==> src/rtl/h2st_pkg.sv <==
package h2st_pkg;

   // Stream states, numbered as reported on the result channel.
   typedef enum logic [2:0] {
      ST_IDLE       = 3'd0,
      ST_RES_LOCAL  = 3'd1,
      ST_RES_REMOTE = 3'd2,
      ST_OPEN       = 3'd3,
      ST_HC_LOCAL   = 3'd4,
      ST_HC_REMOTE  = 3'd5,
      ST_CLOSED     = 3'd6
   } stream_state_type;

   // Result status codes.
   typedef enum logic [2:0] {
      STAT_OK       = 3'd0,
      STAT_GOAWAY   = 3'd1,
      STAT_RESET    = 3'd2,
      STAT_REFUSED  = 3'd3,
      STAT_ILLEGAL  = 3'd4
   } status_type;

   // Item kinds.
   typedef enum logic [1:0] {
      CMD_RX_HEADER = 2'd0,
      CMD_TX_HEADER = 2'd1,
      CMD_RX_DATA   = 2'd2,
      CMD_WIN_INC   = 2'd3
   } command_type;

   // Configuration register indexes.
   typedef enum logic [2:0] {
      CSR_STREAM_NUMBER = 3'd0,
      CSR_ROLE_CLIENT   = 3'd1,
      CSR_CHUNK_NOTICE  = 3'd2,
      CSR_SEND_WIN_INIT = 3'd3,
      CSR_RECV_REFILL   = 3'd4,
      CSR_RECV_LOW_MARK = 3'd5
   } csr_index_type;

   localparam int CSR_INDEX_W = 3;
   localparam int CSR_DATA_W  = 31;

   // Frame types that the stream tables look at.
   localparam logic [7:0] FT_HEADERS = 8'd1;
   localparam logic [7:0] FT_PRIORITY = 8'd2;
   localparam logic [7:0] FT_RST = 8'd3;
   localparam logic [7:0] FT_PUSH = 8'd5;
   localparam logic [7:0] FT_WINUPD = 8'd8;
   localparam logic [7:0] FT_CONT = 8'd9;

   // Flag bit positions.
   localparam int FL_END_STREAM_BIT = 0;
   localparam int FL_HDRS_DONE_BIT = 2;

   // Register reset values.
   localparam logic [30:0] RST_STREAM_NUMBER = 31'd1;
   localparam logic [30:0] RST_SEND_WIN_INIT = 31'd65535;
   localparam logic [30:0] RST_RECV_REFILL = 31'h7FFF_FFFF;
   localparam logic [30:0] RST_RECV_LOW_MARK = 31'd536870911;

endpackage

==> src/rtl/h2st_ifs.sv <==
// Input channel: one frame event per transfer.
interface h2st_req_if;
   logic               valid;
   logic               ready;
   logic [1:0]         command;
   logic [7:0]         frame_type;
   logic [7:0]         frame_flags;
   logic [31:0]        data_length;
   logic signed [31:0] window_increment;

   modport source (output valid, command, frame_type, frame_flags, data_length,
                   window_increment, input ready);
   modport sink (input valid, command, frame_type, frame_flags, data_length,
                 window_increment, output ready);
endinterface

// Result channel: one result per transfer.
interface h2st_rsp_if;
   logic               valid;
   logic               ready;
   logic [2:0]         status;
   logic [2:0]         stream_state;
   logic               headers_done;
   logic               deliver_message;
   logic               message_is_response;
   logic               send_win_update;
   logic [31:0]        update_increment;
   logic signed [31:0] send_window;

   modport source (output valid, status, stream_state, headers_done, deliver_message,
                   message_is_response, send_win_update, update_increment,
                   send_window, input ready);
   modport sink (input valid, status, stream_state, headers_done, deliver_message,
                 message_is_response, send_win_update, update_increment,
                 send_window, output ready);
endinterface

==> src/rtl/http2_stream_state_tracker.sv <==
// Tracks the state of one HTTP/2 stream. Every transfer on req_chan (a received or
// sent frame header, a received DATA length, or a send-window increment) yields exactly
// one transfer on rsp_chan, carrying the status, the stream state after the event, the
// end-of-headers mark, message delivery, any receive-window update and the send window.
// The block takes one item per clock: the stream state, the mark and both windows are
// updated in the cycle of the transfer by one table lookup and 32-bit adds or
// subtracts, and the result is held in an output register, so a new item is accepted
// whenever that register is empty or being emptied. The result is registered and
// appears in the cycle after its item is taken. Configuration writes on the csr_ port are meant for idle periods;
// writing send_window_initial or recv_window_refill also reloads the matching window.
module http2_stream_state_tracker (
   input  logic                       clock,
   input  logic                       reset,
   h2st_req_if.sink                   req_chan,
   h2st_rsp_if.source                 rsp_chan,
   input  logic                       csr_we,
   input  logic [h2st_pkg::CSR_INDEX_W-1:0] csr_index,
   input  logic [h2st_pkg::CSR_DATA_W-1:0]  csr_wdata
);
   import h2st_pkg::*;

   // Configuration registers. Only the parity of the stream number is ever used,
   // and the send-window initial value only matters at the moment it is written.
   logic        stream_odd_ff;
   logic        role_is_client_ff;
   logic        chunk_notice_ff;
   logic [30:0] recv_refill_ff;
   logic [30:0] recv_low_mark_ff;

   // Stream state.
   stream_state_type cur_state_ff, cur_state_in;
   logic             headers_ended_ff, headers_ended_in;
   logic [31:0]      recv_window_ff, recv_window_in;
   logic [31:0]      send_level_ff, send_level_in;

   // Result register.
   logic        rsp_valid_ff;
   status_type  status_ff, status_in;
   logic        deliver_ff, deliver_in;
   logic        is_resp_ff, is_resp_in;
   logic        upd_ff, upd_in;
   logic [31:0] upd_inc_ff, upd_inc_in;

   logic accept;
   logic eh, es;
   command_type cmd;

   assign accept = req_chan.valid && req_chan.ready;
   assign req_chan.ready = !rsp_valid_ff || rsp_chan.ready;
   assign cmd = command_type'(req_chan.command);
   assign eh = req_chan.frame_flags[FL_HDRS_DONE_BIT];
   assign es = req_chan.frame_flags[FL_END_STREAM_BIT];

   // Next stream state and result for the item on the input channel.
   always_comb begin
      logic [7:0]  ft;
      logic        early;
      logic [31:0] charged;
      ft = req_chan.frame_type;
      early = 1'b0;
      charged = recv_window_ff - req_chan.data_length;
      cur_state_in = cur_state_ff;
      headers_ended_in = headers_ended_ff;
      recv_window_in = recv_window_ff;
      send_level_in = send_level_ff;
      status_in = STAT_OK;
      deliver_in = 1'b0;
      upd_in = 1'b0;
      upd_inc_in = '0;
      case (cmd)
         CMD_RX_HEADER: begin
            case (cur_state_ff)
               ST_IDLE: begin
                  if (ft == FT_HEADERS) begin
                     cur_state_in = ST_OPEN;
                  end else if (ft == FT_PUSH) begin
                     cur_state_in = ST_RES_REMOTE;
                  end else begin
                     status_in = STAT_GOAWAY;
                     early = 1'b1;
                  end
                  if (!early && eh) begin
                     headers_ended_in = 1'b1;
                  end
               end
               ST_RES_LOCAL: begin
                  if (ft == FT_RST) begin
                     cur_state_in = ST_CLOSED;
                  end
               end
               ST_RES_REMOTE: begin
                  if (ft == FT_HEADERS) begin
                     cur_state_in = ST_HC_LOCAL;
                     if (eh) begin
                        headers_ended_in = 1'b1;
                     end
                  end else if (ft == FT_RST) begin
                     cur_state_in = ST_CLOSED;
                  end
               end
               ST_OPEN: begin
                  if (ft == FT_RST) begin
                     cur_state_in = ST_CLOSED;
                  end else if (ft == FT_CONT && eh) begin
                     headers_ended_in = 1'b1;
                  end
                  // End of stream is applied last, even over a reset frame.
                  if (es) begin
                     cur_state_in = ST_HC_REMOTE;
                  end
               end
               ST_HC_LOCAL: begin
                  if ((ft == FT_HEADERS || ft == FT_CONT) && eh) begin
                     headers_ended_in = 1'b1;
                  end else if (ft == FT_RST) begin
                     cur_state_in = ST_CLOSED;
                  end
                  if (es) begin
                     cur_state_in = ST_CLOSED;
                  end
               end
               ST_HC_REMOTE: begin
                  if (ft == FT_RST) begin
                     cur_state_in = ST_CLOSED;
                  end else if (ft != FT_WINUPD && ft != FT_PRIORITY) begin
                     status_in = STAT_RESET;
                     early = 1'b1;
                  end
               end
               ST_CLOSED: begin
                  if (ft != FT_PRIORITY) begin
                     status_in = STAT_REFUSED;
                     early = 1'b1;
                  end
               end
               default: begin
               end
            endcase
            // The end-of-headers check follows the transition.
            if (!early) begin
               if (headers_ended_in) begin
                  deliver_in = chunk_notice_ff || es;
               end else if (ft != FT_CONT) begin
                  status_in = STAT_GOAWAY;
               end
            end
         end
         CMD_TX_HEADER: begin
            case (cur_state_ff)
               ST_IDLE: begin
                  if (ft == FT_HEADERS) begin
                     cur_state_in = ST_OPEN;
                     if (eh) begin
                        headers_ended_in = 1'b1;
                     end
                  end else if (ft == FT_PUSH) begin
                     cur_state_in = ST_RES_LOCAL;
                  end else begin
                     status_in = STAT_ILLEGAL;
                  end
               end
               ST_RES_LOCAL: begin
                  if (ft == FT_HEADERS) begin
                     cur_state_in = ST_HC_REMOTE;
                     if (eh) begin
                        headers_ended_in = 1'b1;
                     end
                  end else if (ft == FT_RST) begin
                     cur_state_in = ST_CLOSED;
                  end
               end
               ST_RES_REMOTE, ST_HC_LOCAL: begin
                  if (ft == FT_RST) begin
                     cur_state_in = ST_CLOSED;
                  end
               end
               ST_OPEN: begin
                  if (ft == FT_RST) begin
                     cur_state_in = ST_CLOSED;
                  end
                  if (es) begin
                     cur_state_in = ST_HC_LOCAL;
                  end
               end
               ST_HC_REMOTE: begin
                  if (ft == FT_RST || es) begin
                     cur_state_in = ST_CLOSED;
                  end
               end
               default: begin
               end
            endcase
         end
         CMD_RX_DATA: begin
            // Charge the receive window; refill it below the low mark in early states.
            recv_window_in = charged;
            if ((cur_state_ff == ST_OPEN || cur_state_ff == ST_IDLE ||
                 cur_state_ff == ST_RES_LOCAL || cur_state_ff == ST_RES_REMOTE) &&
                charged < {1'b0, recv_low_mark_ff}) begin
               upd_in = 1'b1;
               upd_inc_in = {1'b0, recv_refill_ff} - req_chan.data_length;
               recv_window_in = {1'b0, recv_refill_ff};
            end
         end
         CMD_WIN_INC: begin
            send_level_in = send_level_ff + req_chan.window_increment;
         end
         default: begin
         end
      endcase
      // A response when the role bit equals the parity of the stream number.
      is_resp_in = deliver_in && !(role_is_client_ff ^ stream_odd_ff);
   end

   // Configuration registers and stream state.
   always_ff @(posedge clock) begin
      if (reset) begin
         stream_odd_ff <= RST_STREAM_NUMBER[0];
         role_is_client_ff <= 1'b0;
         chunk_notice_ff <= 1'b0;
         recv_refill_ff <= RST_RECV_REFILL;
         recv_low_mark_ff <= RST_RECV_LOW_MARK;
         cur_state_ff <= ST_IDLE;
         headers_ended_ff <= 1'b0;
         recv_window_ff <= {1'b0, RST_RECV_REFILL};
         send_level_ff <= {1'b0, RST_SEND_WIN_INIT};
      end else begin
         if (accept) begin
            cur_state_ff <= cur_state_in;
            headers_ended_ff <= headers_ended_in;
            recv_window_ff <= recv_window_in;
            send_level_ff <= send_level_in;
         end
         if (csr_we) begin
            case (csr_index_type'(csr_index))
               CSR_STREAM_NUMBER: stream_odd_ff <= csr_wdata[0];
               CSR_ROLE_CLIENT: role_is_client_ff <= csr_wdata[0];
               CSR_CHUNK_NOTICE: chunk_notice_ff <= csr_wdata[0];
               CSR_SEND_WIN_INIT: begin
                  send_level_ff <= {1'b0, csr_wdata};
               end
               CSR_RECV_REFILL: begin
                  recv_refill_ff <= csr_wdata;
                  recv_window_ff <= {1'b0, csr_wdata};
               end
               CSR_RECV_LOW_MARK: recv_low_mark_ff <= csr_wdata;
               default: begin
               end
            endcase
         end
      end
   end

   // Output register: filled on every accepted item, emptied by a result transfer.
   always_ff @(posedge clock) begin
      if (reset) begin
         rsp_valid_ff <= 1'b0;
      end else if (accept) begin
         rsp_valid_ff <= 1'b1;
      end else if (rsp_chan.ready) begin
         rsp_valid_ff <= 1'b0;
      end
   end

   always_ff @(posedge clock) begin
      if (accept) begin
         status_ff <= status_in;
         deliver_ff <= deliver_in;
         is_resp_ff <= is_resp_in;
         upd_ff <= upd_in;
         upd_inc_ff <= upd_inc_in;
      end
   end

   // The state fields are read from the state registers, which hold the value after the item
   // until the next accepted item or, for the send window, the next configuration write.
   assign rsp_chan.valid = rsp_valid_ff;
   assign rsp_chan.status = status_ff;
   assign rsp_chan.stream_state = cur_state_ff;
   assign rsp_chan.headers_done = headers_ended_ff;
   assign rsp_chan.deliver_message = deliver_ff;
   assign rsp_chan.message_is_response = is_resp_ff;
   assign rsp_chan.send_win_update = upd_ff;
   assign rsp_chan.update_increment = upd_inc_ff;
   assign rsp_chan.send_window = send_level_ff;

endmodule

==> src/flat_wrapper.sv <==
// flat-port wrapper written by rule: the top's interface ports become plain ports
module http2_stream_state_tracker_flat import h2st_pkg::*;
  (clock, reset, csr_we, csr_index, csr_wdata, req_chan_valid, req_chan_command, req_chan_frame_type, req_chan_frame_flags, req_chan_data_length, req_chan_window_increment, req_chan_ready, rsp_chan_valid, rsp_chan_status, rsp_chan_stream_state, rsp_chan_headers_done, rsp_chan_deliver_message, rsp_chan_message_is_response, rsp_chan_send_win_update, rsp_chan_update_increment, rsp_chan_send_window, rsp_chan_ready);
  h2st_req_if req_chan_i ();
  h2st_rsp_if rsp_chan_i ();
  input  logic clock;
  input  logic reset;
  input  logic csr_we;
  input  logic [h2st_pkg::CSR_INDEX_W-1:0] csr_index;
  input  logic [h2st_pkg::CSR_DATA_W-1:0] csr_wdata;
  input wire logic [$bits(req_chan_i.valid)-1:0] req_chan_valid;
  input wire logic [$bits(req_chan_i.command)-1:0] req_chan_command;
  input wire logic [$bits(req_chan_i.frame_type)-1:0] req_chan_frame_type;
  input wire logic [$bits(req_chan_i.frame_flags)-1:0] req_chan_frame_flags;
  input wire logic [$bits(req_chan_i.data_length)-1:0] req_chan_data_length;
  input wire logic [$bits(req_chan_i.window_increment)-1:0] req_chan_window_increment;
  output wire logic [$bits(req_chan_i.ready)-1:0] req_chan_ready;
  output wire logic [$bits(rsp_chan_i.valid)-1:0] rsp_chan_valid;
  output wire logic [$bits(rsp_chan_i.status)-1:0] rsp_chan_status;
  output wire logic [$bits(rsp_chan_i.stream_state)-1:0] rsp_chan_stream_state;
  output wire logic [$bits(rsp_chan_i.headers_done)-1:0] rsp_chan_headers_done;
  output wire logic [$bits(rsp_chan_i.deliver_message)-1:0] rsp_chan_deliver_message;
  output wire logic [$bits(rsp_chan_i.message_is_response)-1:0] rsp_chan_message_is_response;
  output wire logic [$bits(rsp_chan_i.send_win_update)-1:0] rsp_chan_send_win_update;
  output wire logic [$bits(rsp_chan_i.update_increment)-1:0] rsp_chan_update_increment;
  output wire logic [$bits(rsp_chan_i.send_window)-1:0] rsp_chan_send_window;
  input wire logic [$bits(rsp_chan_i.ready)-1:0] rsp_chan_ready;
  assign req_chan_i.valid = req_chan_valid;
  assign req_chan_i.command = req_chan_command;
  assign req_chan_i.frame_type = req_chan_frame_type;
  assign req_chan_i.frame_flags = req_chan_frame_flags;
  assign req_chan_i.data_length = req_chan_data_length;
  assign req_chan_i.window_increment = req_chan_window_increment;
  assign req_chan_ready = req_chan_i.ready;
  assign rsp_chan_valid = rsp_chan_i.valid;
  assign rsp_chan_status = rsp_chan_i.status;
  assign rsp_chan_stream_state = rsp_chan_i.stream_state;
  assign rsp_chan_headers_done = rsp_chan_i.headers_done;
  assign rsp_chan_deliver_message = rsp_chan_i.deliver_message;
  assign rsp_chan_message_is_response = rsp_chan_i.message_is_response;
  assign rsp_chan_send_win_update = rsp_chan_i.send_win_update;
  assign rsp_chan_update_increment = rsp_chan_i.update_increment;
  assign rsp_chan_send_window = rsp_chan_i.send_window;
  assign rsp_chan_i.ready = rsp_chan_ready;
  http2_stream_state_tracker u_core (.clock(clock), .reset(reset), .req_chan(req_chan_i), .rsp_chan(rsp_chan_i), .csr_we(csr_we), .csr_index(csr_index), .csr_wdata(csr_wdata));
endmodule
==> config.mk <==
export PLATFORM = sky130hd
export DESIGN_NAME = http2_stream_state_tracker_flat
export DESIGN_NICKNAME = d
export VERILOG_FILES = /design/src/rtl/h2st_pkg.sv /design/src/rtl/h2st_ifs.sv /design/src/rtl/http2_stream_state_tracker.sv /design/src/flat_wrapper.sv
export SDC_FILE = /design/constraint.sdc
export NUM_CORES = 1
export LEC_CHECK = 0
export ABC_AREA = 1
export CAP_MARGIN = 5
export CORE_UTILIZATION = 35
export DETAILED_ROUTE_END_ITERATION = 16
export DONT_BUFFER_PORTS = 1
export GPL_ROUTABILITY_DRIVEN = 0
export PLACE_DENSITY_LB_ADDON = 0.3
export SYNTH_ARGS = -nofsm -noshare
export SYNTH_HDL_FRONTEND = slang
export SYNTH_SLANG_ARGS = --single-unit
export TNS_END_PERCENT = 50
==> constraint.sdc <==
create_clock -name clock -period 9.1 [get_ports clock]
set_clock_uncertainty 0.05 [all_clocks]
set_input_delay 1.365 -clock clock [delete_from_list [all_inputs] [get_ports clock]]
set_output_delay 1.365 -clock clock [all_outputs]
set_load 0.01 [all_outputs]
* Word-level counts from Yosys, hierarchy flattened
Cells that the tools add are included.
** Storage, ports and cells
- Bits in read-only memories :: 0
- Word-level logic and storage cells :: 143
- Input bits :: 121
- Memories kept :: 0
- Memory bits (writable) :: 0
- Latch bits :: 0
- Register bits :: 172
** Cells by class
- Multipliers :: 0
- Bitwise operators :: 1
- Reductions and logical operators :: 33
- Divide/modulo/power cells :: 0
- $add $sub $neg :: 3
- Eq/ne operators :: 28
- Shift-type cells :: 0
- Multiplexer cells :: 62
- Magnitude comparators :: 1
** Operator list (number)
- $mux W32 :: 9
- $mux W3 :: 20
- $add A32 B32 Y32 :: 1
- $lt A32 B31 Y1 :: 1
- $sub A31 B32 Y32 :: 1
- $sub A32 B32 Y32 :: 1
- $pmux W3 S5 :: 2
- $mux W1 :: 23
- $ne A8 B4 Y1 const B :: 2
- $eq A3 B3 Y1 const B :: 5
- $eq A3 B2 Y1 const B :: 4
- $ne A6 B2 Y1 const B :: 2
- $pmux W3 S2 :: 2
- $reduce_and A2 Y1 :: 6
- $pmux W3 S3 :: 1
- $eq A8 B1 Y1 const B :: 1
- $eq A8 B2 Y1 const B :: 1
- $eq A8 B3 Y1 const B :: 1
- $eq A8 B4 Y1 const B :: 1
- $ne A4 B2 Y1 const B :: 2
- $ne A8 B2 Y1 const B :: 1
- $reduce_and A8 Y1 :: 1
- $logic_and A1 B1 Y1 :: 7
- $logic_or A1 B1 Y1 :: 7
- 17 further kinds :: 26

* Logic depth before layout (Yosys ltp)
Gate-level depths: netlist (run 1).
- Depth after elaboration :: 14
- Gate-level depth with buffers :: 29
- Gate-level depth less buffers :: 28

* Worst setup path before layout (run 1)
No wires, ideal clock.
- Path kind :: input to register
- Start :: input port req_chan_data_length[0]
- End :: register u_core.upd_inc_ff[11] (netlist: u_core.rsp_chan.update_increment[11]), data pin
- Stages :: 23
- Arrival :: 4309 ps
- Library setup time :: 256 ps
- Path slack :: 4485 ps
- Data required time :: 8794 ps
- Buffers on the path :: 1
- Cells stage by stage :: ha_1 -> inv_1 -> fa_1 -> nand2_1 -> a21oi_1 -> nand2_1 -> nand2_1 -> a21boi_0 -> inv_1 -> nand2_1 -> nand2_1 -> a21boi_0 -> xor2_1 -> inv_1 -> ha_1 -> nand2_1 -> nor2_1 -> nand4_1 -> nor2_1 -> nor2_4 -> nand3_2 -> buf_2 -> nor2_1
** Between the ends
- Cells in the longest elaborated chain, start to end :: 4
** Ends and longest elaborated chain
- from (decl) :: RTL line flat_wrapper.sv:15 : input wire logic [$bits(req_chan_i.data_length)-1:0] req_chan_data_length;
- $sub A32 B32 Y32 :: RTL line http2_stream_state_tracker.sv:61 : charged = recv_window_ff - req_chan.data_length;
- $lt A32 B31 Y1 :: RTL line http2_stream_state_tracker.sv:199 : charged < {1'b0, recv_low_mark_ff}) begin
- $logic_and A1 B1 Y1 :: RTL line http2_stream_state_tracker.sv:198 : cur_state_ff == ST_RES_LOCAL || cur_state_ff == ST_RES_REMOTE) &&
- $reduce_and A2 Y1 (no source line)
- to (signal assigned) :: RTL line http2_stream_state_tracker.sv:271 : upd_inc_ff <= upd_inc_in;
- to (decl) :: RTL line http2_stream_state_tracker.sv:42 : logic [31:0] upd_inc_ff, upd_inc_in;
Parallel ways exist; a longest one is shown, timed or not.
A chain may end at the register's enable or synchronous reset.

* Final worst setup path (run 1)
- Start :: input port req_chan_data_length[0]
- End :: register u_core.recv_window_ff[24]
** Between the ends
- Cells in the longest elaborated chain, start to end :: 8
** Ends and longest elaborated chain
- $sub A32 B32 Y32 (*) :: RTL line http2_stream_state_tracker.sv:61
- $lt A32 B31 Y1 :: RTL line http2_stream_state_tracker.sv:199
- $logic_and A1 B1 Y1 :: RTL line http2_stream_state_tracker.sv:198
- $mux W32 (*) :: RTL line http2_stream_state_tracker.sv:197 : if ((cur_state_ff == ST_OPEN || cur_state_ff == ST_IDLE ||
- $mux W32 (*) :: RTL line http2_stream_state_tracker.sv:70 : case (cmd)
- $mux W32 (*) :: RTL line http2_stream_state_tracker.sv:228 : if (accept) begin
- $mux W32 :: RTL line http2_stream_state_tracker.sv:235 : case (csr_index_type'(csr_index))
- $mux W32 (*) :: RTL line http2_stream_state_tracker.sv:234 : if (csr_we) begin
- to (signal assigned) :: RTL line http2_stream_state_tracker.sv:225 : recv_window_ff <= {1'b0, RST_RECV_REFILL};
- to (signal assigned) :: RTL line http2_stream_state_tracker.sv:231 : recv_window_ff <= recv_window_in;
- to (signal assigned) :: RTL line http2_stream_state_tracker.sv:244 : recv_window_ff <= {1'b0, csr_wdata};
- to (decl) :: RTL line http2_stream_state_tracker.sv:33 : logic [31:0] recv_window_ff, recv_window_in;
Every way passes the cells marked *; elsewhere a longest branch is shown, timed or not.

==> metrics list, run 1 <==
- Flip-flop and latch count after synthesis: 172
- In this run the number of H-tree levels came out at 4.
* Detail-routed net length per standard cell: 16.45 microns
- GRT Resource Usage Total: 21.00%
- Setup violators final: 0
- The startpoint identified for the worst hold timing path is u_core.recv_low_mark_ff[30].
- Of all flip-flops after synthesis, the portion carrying an async set or reset was 0%.
- Netlist cell types: 51
- Max-cap violations in this run came to 0.
- Number of global-route vias before repair: 12040
* Leakage Power: ~7.0 nW
- The worst path uses between 60% and 70% of the clock period.
- Fraction of final layout cells sized beyond drive strength 1: 4.538%
- Type of the worst setup path: in2reg
- Clock latency of the later-clocked register in the worst-skew pair: 0.45 ns
- Wire length of the first global-routing pass: 63.85 mm
* Floorplan row count: 70
- Core box area: approximately 37000 sq um
- The cell sitting at the root of the clock tree is a sky130_fd_sc_hd__clkbuf_16.
- The first detailed-routing pass ran for 7 iterations.
* Grt total ovfl: 0
- DRT Wirelength: 40.19 mm
- Global routing consumed, on the met1 layer, approximately 29% of the routing resources.
- Detailed-route DRC error count: 0
- Worst Reg2Reg Path Length in Cells: 25
* Top library cells by usage in the layout, fill and taps aside: sky130_fd_sc_hd__nand2_1, sky130_fd_sc_hd__inv_1, sky130_fd_sc_hd__a21oi_1
- Initial cell density of the core: 35.77%
- Ranked by total cell area, the synthesized netlist is headed by sky130_fd_sc_hd__dfxtp_1, sky130_fd_sc_hd__nand2_1, sky130_fd_sc_hd__ha_1.
- Outcome: complete, no violations
- Non-Filler Cell Area, Final: ~14000 sq um
* Reg2Reg Launch Point: u_core.recv_window_ff[0]
* CP cell instances: ha_1 -> inv_1 -> fa_1 -> nand2_1 -> a21oi_1 -> nand2_1 -> nand2_1 -> a21boi_0 -> inv_1 -> nand2_1 -> nand2_1 -> a21boi_0 -> xor2_1 -> inv_1 -> ha_1 -> nand2_1 -> nor2_1 -> nand4_2 -> nand3_2 -> nand2_1 -> nand3_1 -> nand2_1 -> nand2_1 -> nand2_1
- The synthesized design contains 38 enable-type register cells.
- Number of warnings issued by yosys: 0
* Input/output buffers: 0
- Of all cell types, the one taking the most synthesized area is sky130_fd_sc_hd__dfxtp_1.
- Worst setup startpoint: req_chan_data_length[0]
- TritonCTS built the clock tree.
- At the end of the flow, the number of nets in the layout was 2173.
- Avg Synthesized Cell Area: 6.743 sq um
- The detailed router placed 12590 vias in this run.
- Number of buffers added for setup after CTS: 0
* Crit-path most repeated cell: sky130_fd_sc_hd__nand2_1
* Clock transition time at the flip-flop clock pins of the worst setup and hold paths: 0.07 ns
- Crit path required time: 9.36 ns
* Syn-to-layout area delta: 8.282%
* Slew headroom: 22.53%
- For met3 alone, demand over resource in global routing was under 10%.
- Most frequently used flop master after synthesis: sky130_fd_sc_hd__dfxtp_1
- The worst hold path terminates at u_core.recv_low_mark_ff[30].
* Maximum ir drop on the vdd rail: 0.0001503 V
- Number of max-slew violations in the final report: 0
- Endpoint type of the worst setup path: flip-flop
* GRT met2 Usage: 32.20%
- For this design the top-level I/O count stands at just under 200.
- Most used routing layer: met2
- Leaving out fill and tap cells, the most frequent cell in the layout is sky130_fd_sc_hd__nand2_1.
* Worst R2R Setup Slack: between 3 and 4 ns
- Measured along the x axis, the die boundary spans 196.1 microns.
* Cts bufs inserted: 17
- The worst register-to-register path ends at u_core.recv_window_ff[24].
- Using the TritonRoute via totals, the vias-per-cell ratio works out to about 5.
- Slowest library cell on the worst path: sky130_fd_sc_hd__nand3_2
* ANT nets after route: 0
- In this run, post-CTS repair resized a total of 0 instances.
- Critical path startpoint category: primary input
- Crit path max fanout: 33
* Number of hold-slack violations in the final timing report: 0
* DIE AREA: 38460 sq um
* Type of the most critical hold path: reg2reg
- Gate count of the mapped netlist: 1956
- Number of DRC markers after the initial detailed-route iteration: between 700 and 800
* Delay of the slowest cell on the worst path: 0.97 ns
- After synthesis the cells add up to 13190 sq um.
- Top-area cell type share of the netlist area: 20.34%
- The share of the Yosys chip area taken by registers is 28.99%.
- Total of hold buffers inserted after clock tree synthesis: 0
- Mapped Nets: 2203
- In this run the cell area measured after placement is around 14000 sq um.
- Counting every sink on the clock net gives 172.
* Min Clock Period, post-route: 6.263 ns
* Actual transition at the worst max-transition pin: between 1 and 1.5 ns
* Final sum of negative setup slack: 0 ns
- Floorplan die height: 196.1 microns
* Min-Delay Path Depth: 2
* Maximum number of pins on one net before global-route repair: 59
- Upper clock frequency limit: 0.1597 GHz
* RSZ-0062 raised after global routing: no
- Maximum root-to-sink buffer count: 2
- WP data arrival: 6.52 ns
- Power per cell area: 172.9 nW/um^2
- Number of antenna violations at the first check in global routing: 0
- Once detailed placement completed, the half-perimeter wirelength came to roughly 31 mm.
- 0 antenna diodes ended up in the layout.
-- sequential cells by signal (all words and copies together) (netlist names), 3 cells and up --
register and flops:
u_core.rsp_chan.update_increment 32, u_core.rsp_chan.send_window 32, u_core.recv_refill_ff 31, u_core.rsp_chan.status 3
u_core.recv_low_mark_ff 31, u_core.recv_window_ff 32, u_core.rsp_chan.stream_state 3
-- final cells by class --
type | count | area [sq um]
Fill cell | 3895 | 22590
Multi-Input combinational cell | 1447 | 8083
Sequential cell | 172 | 3824
Inverter | 281 | 1055
Tap cell | 504 | 630.6
Clock buffer | 20 | 478.0
Clock inverter | 12 | 158.9
Timing Repair Buffer | 7 | 52.55
-- synthesized netlist by cell type, types with 4 or more instances --
| library cell | instances |
|---|---|
| sky130_fd_sc_hd__nand2_1 | 440 |
| sky130_fd_sc_hd__inv_1 | 277 |
| sky130_fd_sc_hd__a21oi_1 | 194 |
| sky130_fd_sc_hd__o21ai_0 | 173 |
| sky130_fd_sc_hd__nor2_1 | 148 |
| sky130_fd_sc_hd__dfxtp_1 | 134 |
| sky130_fd_sc_hd__nand3_1 | 128 |
| sky130_fd_sc_hd__ha_1 | 123 |
| sky130_fd_sc_hd__xor2_1 | 42 |
| sky130_fd_sc_hd__clkbuf_1 | 40 |
| sky130_fd_sc_hd__edfxtp_1 | 38 |
| sky130_fd_sc_hd__o211ai_1 | 32 |
| sky130_fd_sc_hd__or2_2 | 20 |
| sky130_fd_sc_hd__nor3_1 | 16 |
| sky130_fd_sc_hd__xnor2_1 | 15 |
| sky130_fd_sc_hd__nand4_1 | 13 |
| sky130_fd_sc_hd__a21o_1 | 10 |
| sky130_fd_sc_hd__a31oi_1 | 9 |
| sky130_fd_sc_hd__o21bai_1 | 9 |
| sky130_fd_sc_hd__buf_4 | 8 |
| sky130_fd_sc_hd__o21a_1 | 8 |
| sky130_fd_sc_hd__o21ai_1 | 7 |
| sky130_fd_sc_hd__nand2_2 | 6 |
| sky130_fd_sc_hd__nand3b_1 | 6 |
| sky130_fd_sc_hd__o221ai_1 | 5 |
| sky130_fd_sc_hd__a21boi_0 | 4 |
| sky130_fd_sc_hd__buf_1 | 4 |
| sky130_fd_sc_hd__buf_2 | 4 |
-- per-stage QoR --
stage / total power [W] / hold WS (ns) / setup WS (ns) / instances / util (%)
final: 0.002470 / 0.4126 / 2.837 / 2443 / 38.73
after global routing: 0.002634 / 0.4393 / 2.441 / 2443 / 38.73
after global placement: 0.001660 / 0.4055 / 2.483 / 2411 / 37.00
after floorplan: 0.001497 / 0.3787 / 4.485 / 1956 / -
after detailed placement: 0.001675 / 0.4077 / 2.422 / 2411 / 37.00
after CTS: 0.002482 / 0.4176 / 2.898 / 2443 / 38.73
-- critical path: cells and delay by family --
kind	cells	cell delay (ns)
AO/OA/AOI/OAI	3	0.85
XOR/XNOR	1	0.33
adder cells (fa/ha/maj)	3	0.80
buffers and inverters	3	0.26
AND/OR/NAND/NOR	14	2.88
-- logic make-up (layout without fill, tap and decap cells) --
kind of cell	after synthesis	after routing	synth area share, %
AND/OR/NAND/NOR	793	793	25.36
AO/OA/AOI/OAI	471	471	19.88
buffers and inverters	337	320	9.857
flip-flops	172	172	28.99
adder cells (fa/ha/maj)	126	126	12.12
XOR/XNOR	57	57	3.785
-- power by group --
group          total [W]  internal [W]  leakage (nW)  switching (W)
clock network   0.000800      0.000465         0.308       0.000335
registers       0.000877      0.000833          1.49      0.0000434
logic           0.000793      0.000276          5.17       0.000517
-- metal layers --
metal	part of all wire (%)	vias to the layer above
met3	8.0	44
li1	-	6422
met1	48	5720
met2	42	401
met5	0	-
met4	1.6	0
-- worst max path at each step --
stage / to / slack [ns]
final: u_core.recv_window_ff[24] / 2.84
after detailed placement: u_core.recv_window_ff[10] / 2.42
after CTS: u_core.recv_window_ff[24] / 2.90
after floorplan: u_core.rsp_chan.update_increment[11] / 4.49
after global placement: u_core.recv_window_ff[5] / 2.48
after global routing: u_core.recv_window_ff[26] / 2.44
Power figures use the tool's default switching activity.
==> run 2: changes to the inputs <==
==> constraint.sdc (replaced) <==
create_clock -name clock -period 6.1 [get_ports clock]
set_clock_uncertainty 0.05 [all_clocks]
set_input_delay 0.915 -clock clock [delete_from_list [all_inputs] [get_ports clock]]
set_output_delay 0.915 -clock clock [all_outputs]
set_load 0.01 [all_outputs]
==> metrics list, run 2 (synthesis gave the netlist of run 1 again) <==
- Input/output buffers: 0
* Floorplan die height: 196.1 microns
- Initial cell density of the core: 35.77%
* Critical path startpoint category: primary input
* Vias per Instance: between 5 and 6
- The first global-routing pass estimated 63.78 mm of wire.
- DRT Wirelength: around 40 mm
* Net switching share of the total power: 34.90%
* Nets: about 2200
- Syn-to-layout area delta: 8.946%
- The max-slew violation total from the final report was 0.
- STA classifies the critical path endpoint as a flip-flop.
- Leakage Power: 7.017 nW
- Floorplan row count: 70
* Grt total ovfl: 0
* Upper clock frequency limit: 0.2123 GHz
* Die boundary width: 196.1 microns
- Counting the buffers created by CTS gives 17.
* Power spent charging and discharging nets: 0.001318 W
- The core region is approximately 37000 sq um.
- Count of instances resized after the clock tree is built: 0
- Instance count on the critical path: 26
- Buffers inserted to repair hold after CTS numbered 0.
- Cell chosen for the clock root: sky130_fd_sc_hd__clkbuf_16
- In this run, the combinational gates consume between 30% and 40% of the power.
- Type of the most critical hold path: reg2reg
- After the flow finishes, the layout carries non-filler instances totaling 2447.
- First-pass DRT Iterations: 5
* Number of hold-slack violations in the final timing report: 0
- Worst reg2reg path endpoint: u_core.recv_window_ff[22]
- Type of the worst setup path: in2reg
* Power per cell area: 262.9 nW/um^2
* Crit path max fanout: 31
- Per report_power, the sequential group accounts for 34.6% of the total.
- Critical path endpoint: u_core.recv_window_ff[22]
- The via count of the first global-routing pass came to around 12000.
* Min Clock Period, post-route: 4.710 ns
- Setup total negative slack on the finished layout was measured at 0 ns.
* TritonCTS Sinks: 172
* Outcome: complete, no violations
- Family of cells with the greatest summed delay on the critical path: simple AND/OR/NAND/NOR gates
* Worst R2R Setup Slack: roughly 1.5 ns
- Maximum ir drop on the vdd rail: 0.0001951 V
* DP Wirelength: 31.56 mm
- The clock tree synthesis step divided the H-tree into 4 levels.
* Number of antenna violations at the first check in global routing: 0
- Worst Reg2Reg Path Length in Cells: 27
* ANT nets after route: 0
- Setup violators final: 0
- Clock latency of the later-clocked register in the worst-skew pair: 0.44 ns
* Top library cells by usage in the layout, fill and taps aside: sky130_fd_sc_hd__nand2_1, sky130_fd_sc_hd__inv_1, sky130_fd_sc_hd__a21oi_1
* Fraction of the cycle the final worst path needs: ~77%
- TritonCTS clock tree: yes
* Number of primary I/O pins: 197
- On the final layout, the worst hold slack is 0.4273 ns.
- Across every metal layer, demand over resource in global routing totals 21.07%.
* DIE AREA: approximately 38000 sq um
- Counting both buffers and inverters, the worst setup path holds a total of 5.
- Number of buffers added for setup after CTS: 0
* Clock transition time at the flip-flop clock pins of the worst setup and hold paths: 0.07 ns
- Maximum root-to-sink buffer count: 2
- In this run the worst setup path begins at req_chan_data_length[0].
- Cell internal power dissipation: 0.002460 W
- The share of total power dissipated in the clock network is between 30% and 40%.
- In this run the critical register-to-register path is launched from u_core.recv_window_ff[0].
- Delay of the slowest cell on the worst path: 0.43 ns
- Total instance count after detailed placement: between 2000 and 2500
* Number of vias after detailed routing: 12680
- By instance count, the cell type seen most on the critical path is sky130_fd_sc_hd__nand2_1.
* Slowest library cell on the worst path: sky130_fd_sc_hd__nand4_2
* Number of DRC markers after the initial detailed-route iteration: roughly 780
* Actual transition at the worst max-transition pin: approximately 1.2 ns
* Fraction of final layout cells sized beyond drive strength 1: roughly 4.6%
- Detail-routed net length per standard cell: between 15 and 20 microns
- Antenna diode instance count: 0
- Crit path required time: 6.34 ns
* WP data arrival: between 4 and 5 ns
* Most common cell after layout, fill and taps aside: sky130_fd_sc_hd__nand2_1
- Maximum number of pins on one net before global-route repair: 59
* RSZ-0062 raised after global routing: no
- Detailed-route DRC error count: 0
- The worst pin sits at a relative slew slack of 22.63%.
- Max-cap check violation count: 0
## run 2: cell type report
type                    instances  area (sq um)
clock inverters                 8         176.4
inverters                     281          1055
multi-input cells            1447          8083
well taps                     504         630.6
fillers                      3869         22500
repair buffers                 12         90.09
flip-flops and latches        172          3824
clock buffers                  23         510.5
## run 2: stage by stage
stage / setup slack [ns] / total power [W] / cell area [sq um] / util, %
after floorplan: 1.935 / 0.002233 / 13190 / -
after global placement: 1.039 / 0.002486 / 13680 / 37.11
after detailed placement: 0.9774 / 0.002507 / 13680 / 37.11
after CTS: 1.457 / 0.003801 / 14370 / 38.97
after global routing: 1.061 / 0.004033 / 14370 / 38.97
final: 1.390 / 0.003778 / 14370 / 38.97
## run 2: how the worst min path moves through the flow
| stage | from | to | cells past startpoint |
|---|---|---|---|
| after floorplan | u_core.recv_low_mark_ff[0] | u_core.recv_low_mark_ff[0] | 2 |
| after global placement | u_core.stream_odd_ff | u_core.stream_odd_ff | 2 |
| after detailed placement | u_core.stream_odd_ff | u_core.stream_odd_ff | 2 |
| after CTS | u_core.recv_low_mark_ff[30] | u_core.recv_low_mark_ff[30] | 2 |
| after global routing | u_core.recv_low_mark_ff[30] | u_core.recv_low_mark_ff[30] | 2 |
| final | u_core.stream_odd_ff | u_core.stream_odd_ff | 2 |
## run 2: power groups by stage
stage / clock network [W] / registers, W / logic, W
after global placement: 0 / 0.00133 / 0.00115
after floorplan: 0 / 0.00132 / 0.000918
final: 0.00128 / 0.00131 / 0.00119
after CTS: 0.00131 / 0.00131 / 0.00118
after detailed placement: 0 / 0.00133 / 0.00117
after global routing: 0.00136 / 0.00132 / 0.00136
## run 2: worst reg2reg max path: cells and delay by family (launching register included)
family / cells / cell delay (ns)
xor+xnor: 1 / 0.34
compound gates: 3 / 0.55
flops: 1 / 0.31
fa+ha+maj: 3 / 0.81
simple gates: 14 / 1.61
buf+inv: 6 / 0.77
## run 2: layer usage
layer	track usage, %	vias to the layer above	part of all wire (%)
li1	-	6449	-
met1	28.28	5754	48
met2	32.89	433	42
met4	6.337	0	1.7
met3	5.587	44	8.0
met5	0	-	0
==> run 3: changes to the inputs <==
--- a/config.mk
+++ b/config.mk
@@ -5,7 +5,7 @@
 export SDC_FILE = /design/constraint.sdc
 export NUM_CORES = 1
 export LEC_CHECK = 0
-export ABC_AREA = 1
+export ABC_AREA = 0
 export CAP_MARGIN = 5
 export CORE_UTILIZATION = 35
 export DETAILED_ROUTE_END_ITERATION = 16
==> constraint.sdc (replaced) <==
create_clock -name clock -period 4.5 [get_ports clock]
set_clock_uncertainty 0.05 [all_clocks]
set_input_delay 0.675 -clock clock [delete_from_list [all_inputs] [get_ports clock]]
set_output_delay 0.675 -clock clock [all_outputs]
set_load 0.01 [all_outputs]
==> metrics list, run 3 <==
- Clock-pin slew was measured on the worst setup and hold paths at 0.07 ns.
* Final Util: approximately two fifths
* Die boundary width: 189.5 microns
* Post-synth EDFFs: 38
- First-pass DRT Iterations: 5
- Max-cap check violation count: 0
- Number of max-slew violations in the final report: 0
* Area of the multi-input gates: 8179 sq um
- Setup repair after global routing could not meet its margin everywhere.
- The routed design could run at a clock period as short as 4.581 ns.
- Wire length of the first global-routing pass: 57.84 mm
* Fraction of the cycle the final worst path needs: 101.8%
- Synthesis produced a netlist whose cell count is between 1500 and 2000.
- Data on the critical path is required at its endpoint by 4.76 ns.
- Among all stages on the critical path, the largest delay is contributed by sky130_fd_sc_hd__or4_4.
- In this run the most critical hold path is launched from reset.
* Type of the worst setup path: reg2reg
- Most frequently used flop master after synthesis: sky130_fd_sc_hd__dfxtp_1
- Reg2Reg Launch Point: u_core.recv_window_ff[0]
- Headroom to the max-slew limit came out at 40.63%.
- Type of the most critical hold path: in2reg
- CP cell instances: inv_2 -> ha_4 -> inv_2 -> fa_2 -> a211oi_4 -> o211a_1 -> o31a_1 -> or3b_4 -> nand3_4 -> a211oi_4 -> buf_4 -> o21ai_4 -> xor2_2 -> ha_1 -> nand4_1 -> or4_4 -> a21oi_4 -> nor4_4 -> buf_4 -> buf_8 -> buf_4 -> mux2i_1 -> o211ai_1
- After detailed routing, the number of vias per cell comes to 5.408.
- The cell that appears most often on the critical path is sky130_fd_sc_hd__buf_4.
- Top area cells in the synthesized netlist: sky130_fd_sc_hd__dfxtp_1, sky130_fd_sc_hd__ha_1, sky130_fd_sc_hd__edfxtp_1
- The cell area that synthesis handed to floorplanning was about 12000 sq um.
- Sequential Area: 3826 sq um
- Highest signal layer in the routed design: met4
- Counting flops and latches in the post-synthesis netlist gives roughly 170.
- Counting cells, the worst reg-to-reg path comes to 23.
* Buffers & Inverters on Critical Path: 6
- Leakage Power: 6.408 nW
- The worst setup path is launched from a flip-flop.
* Max H-tree Level: 4
- For this run, the number of Yosys warnings is 0.
- Core box area: between 30000 and 40000 sq um
- By instance count, the leading cell after synthesis is sky130_fd_sc_hd__nand2_1.
- Commonest cells post-synth: sky130_fd_sc_hd__nand2_1, sky130_fd_sc_hd__a21oi_1, sky130_fd_sc_hd__dfxtp_1, sky130_fd_sc_hd__ha_1, sky130_fd_sc_hd__nor2_1
- Number of DRC markers after the initial detailed-route iteration: 674
* Maximum number of pins on one net before global-route repair: 58
- Power per cell area: roughly 330 nW/um^2
- Summed over all layers, the routed wires come to 37.10 mm.
- During I/O placement, the number of pins put on the boundary was ~200.
- In this run, placement finished with an instance count of 2016.
- Final critical-path setup slack: -0.08095 ns
* Worst R2R Setup Slack: -0.08 ns
- Detailed route wirelength on metal3: between 1.5 and 2 mm
- After the flow finishes, the layout carries non-filler instances totaling between 2000 and 2500.
- Maximum root-to-sink buffer count: 2
* Most common cell after layout, fill and taps aside: sky130_fd_sc_hd__nand2_1
- Detail-routed net length per standard cell: 17.99 microns
* Outcome: complete, but fails checks
- Summing the areas of all and, or, nand and nor instances in the mapped netlist gives 18.41% of the synthesized area.
- In this run the biggest area consumer among cell types represents between 20% and 30% of the synthesized area.
- Upper clock frequency limit: approximately 0.22 GHz
- Along the worst path, the maximum fanout reaches 5.
- Part of the Yosys area used for sequential elements: 31.09%
* Dominant combinational cell family by area after synthesis: compound AO/OA/AOI/OAI gates
* Synthesized-area fraction occupied by adder cells: 13.00%
- Top library cells by usage in the layout, fill and taps aside: sky130_fd_sc_hd__nand2_1, sky130_fd_sc_hd__a21oi_1, sky130_fd_sc_hd__dfxtp_1
* Clock latency of the later-clocked register in the worst-skew pair: 0.45 ns
- TritonCTS built the clock tree.
- Overall power consumption after layout is estimated at 0.004803 W.
- Compound-Gate Fraction of Synth Area: 23.80%
- In the final routing, the length of wire on met1 measures between 15 and 20 mm.
* Floorplan die height: 189.5 microns
- Post-synth ARST share: 0%
* GRT Resource Usage Total: between 20% and 30%
* Delay of the slowest cell on the worst path: ~0.54 ns
- Setup violations remaining at the end of the flow were counted as 11.
- Once the floorplan was initialized, standard cells occupied 35.61% of the core.
- In the synthesized netlist, mux cells make up 3.184% of the area.
- Xor and xnor area share after synthesis: 5.625%
- Detailed-route DRC error count: 0
- The number of different library cells used by synthesis comes to 69.
- Broken down by cell family, the worst path's largest delay share belongs to compound AO/OA/AOI/OAI gates.
- From synthesis to final layout, the design area changed by 17.93%.
* Avg Synthesized Cell Area: 8.098 sq um
- Number of vias after detailed routing: approximately 11000
* Cts bufs inserted: 17
- The filler cells instantiated in the layout total 3512.
- At the end of the flow, the number of nets in the layout was around 1800.
- The floorplan has 68 rows.
- In this run the critical register-to-register path is captured at u_core.recv_window_ff[24].
* Actual transition at the worst max-transition pin: 0.8884 ns
- The die covers 35900 sq um.
- Number of global-route vias before repair: 10440
- Antenna diode instance count: 0
- Met2 routed wirelength: 16.10 mm
* Biggest area consumer among synthesized cells: sky130_fd_sc_hd__dfxtp_1
* WP data arrival: 4.85 ns
* Number of hold-slack violations in the final timing report: 0
- Min-Delay Path Depth: 2
- TritonCTS Sinks: 172
- When the netlist entered floorplanning its net count stood at 1766.
* Violated checks: negative setup slack
* DP Wirelength: 28.44 mm
- For this run the aggregate overflow at the end of global routing stands at 0.
- Endpoint type of the worst setup path: flip-flop
- Cell chosen for the clock root: sky130_fd_sc_hd__clkbuf_16
* Fraction of final layout cells sized beyond drive strength 1: 13.19%
- The detail route stage leaves a number of antenna-violating nets equal to 0.
* Input/output buffers: 0
- Worst-case hold path end point: u_core.recv_refill_ff[3]
- Number of antenna violations at the first check in global routing: 0
- The worst-case IR drop observed on VDD is 0.0002812 V.
run 3: changes by cell type after synthesis, sizes merged, moves of 60 or more:
cell	delta
o21ai	-89
a21oi	-60
inv	-187
nand2	-266
nand3	-81
run 3: layer usage:
layer  up-vias  global-route usage (%)
met5         -                       0
met3        27                   3.559
met1      5199                   29.60
met2       287                   30.91
met4         0                   5.893
li1       5638                       -
run 3: kinds of logic (layout without fill, tap and decap cells):
family                     after synthesis  after routing
adders and majority gates              126            126
muxes                                   39             39
and+or+nand+nor                        491            491
buffers and inverters                  157            245
AOI/OAI and AO/OA                      455            455
DFF                                    172            172
xor gates and xnor gates                79             79
run 3: worst max path at each step:
stage	startpoint	endpoint	slack, ns	cells past startpoint
6_report	u_core.recv_window_ff[0]	u_core.recv_window_ff[24]	-0.08	23
2_1_floorplan	req_chan_data_length[0]	u_core.recv_window_ff[30]	-0.03	21
4_1_cts	u_core.recv_window_ff[0]	u_core.rsp_chan.update_increment[7]	0.004	22
5_1_grt	u_core.recv_window_ff[0]	u_core.recv_window_ff[27]	-0.23	23
3_5_place_dp	req_chan_data_length[0]	u_core.recv_window_ff[11]	-0.50	21
3_3_place_gp	req_chan_data_length[0]	u_core.recv_window_ff[19]	-0.42	21
run 3: layout make-up:
cell class | count | area share, %
clock inverters | 13 | 0.8625
clock buffers | 19 | 3.278
inverters | 93 | 2.406
well taps | 455 | 3.924
repair buffers | 120 | 6.771
flip-flops and latches | 172 | 26.38
multi-input cells | 1190 | 56.38
run 3: power breakdown:
group          internal, W  switching (W)
Clock             0.000841       0.000698
Combinational     0.000715       0.000806
Sequential         0.00166      0.0000787
run 3: repair_timing:
action	in CTS	in global routing
pin swaps	7	13
gates resized for setup	8	31
gates cloned	1	1
setup buffers	4	8
hold buffers	0	0
setup endpoints to repair	54	64
run 3: metrics by stage:
step | hold WS, ns | setup WS, ns | cell area [sq um] | setup TNS, ns
6_report | 0.2893 | -0.08095 | 14510 | -0.2110
5_1_grt | 0.2759 | -0.2317 | 14510 | -8.646
4_1_cts | 0.2508 | 0.003601 | 14260 | 0
3_5_place_dp | 0.4083 | -0.5007 | 13590 | -23.51
3_3_place_gp | 0.4001 | -0.4218 | 13590 | -20.41
2_1_floorplan | 0.3845 | -0.02641 | 12450 | -0.3499
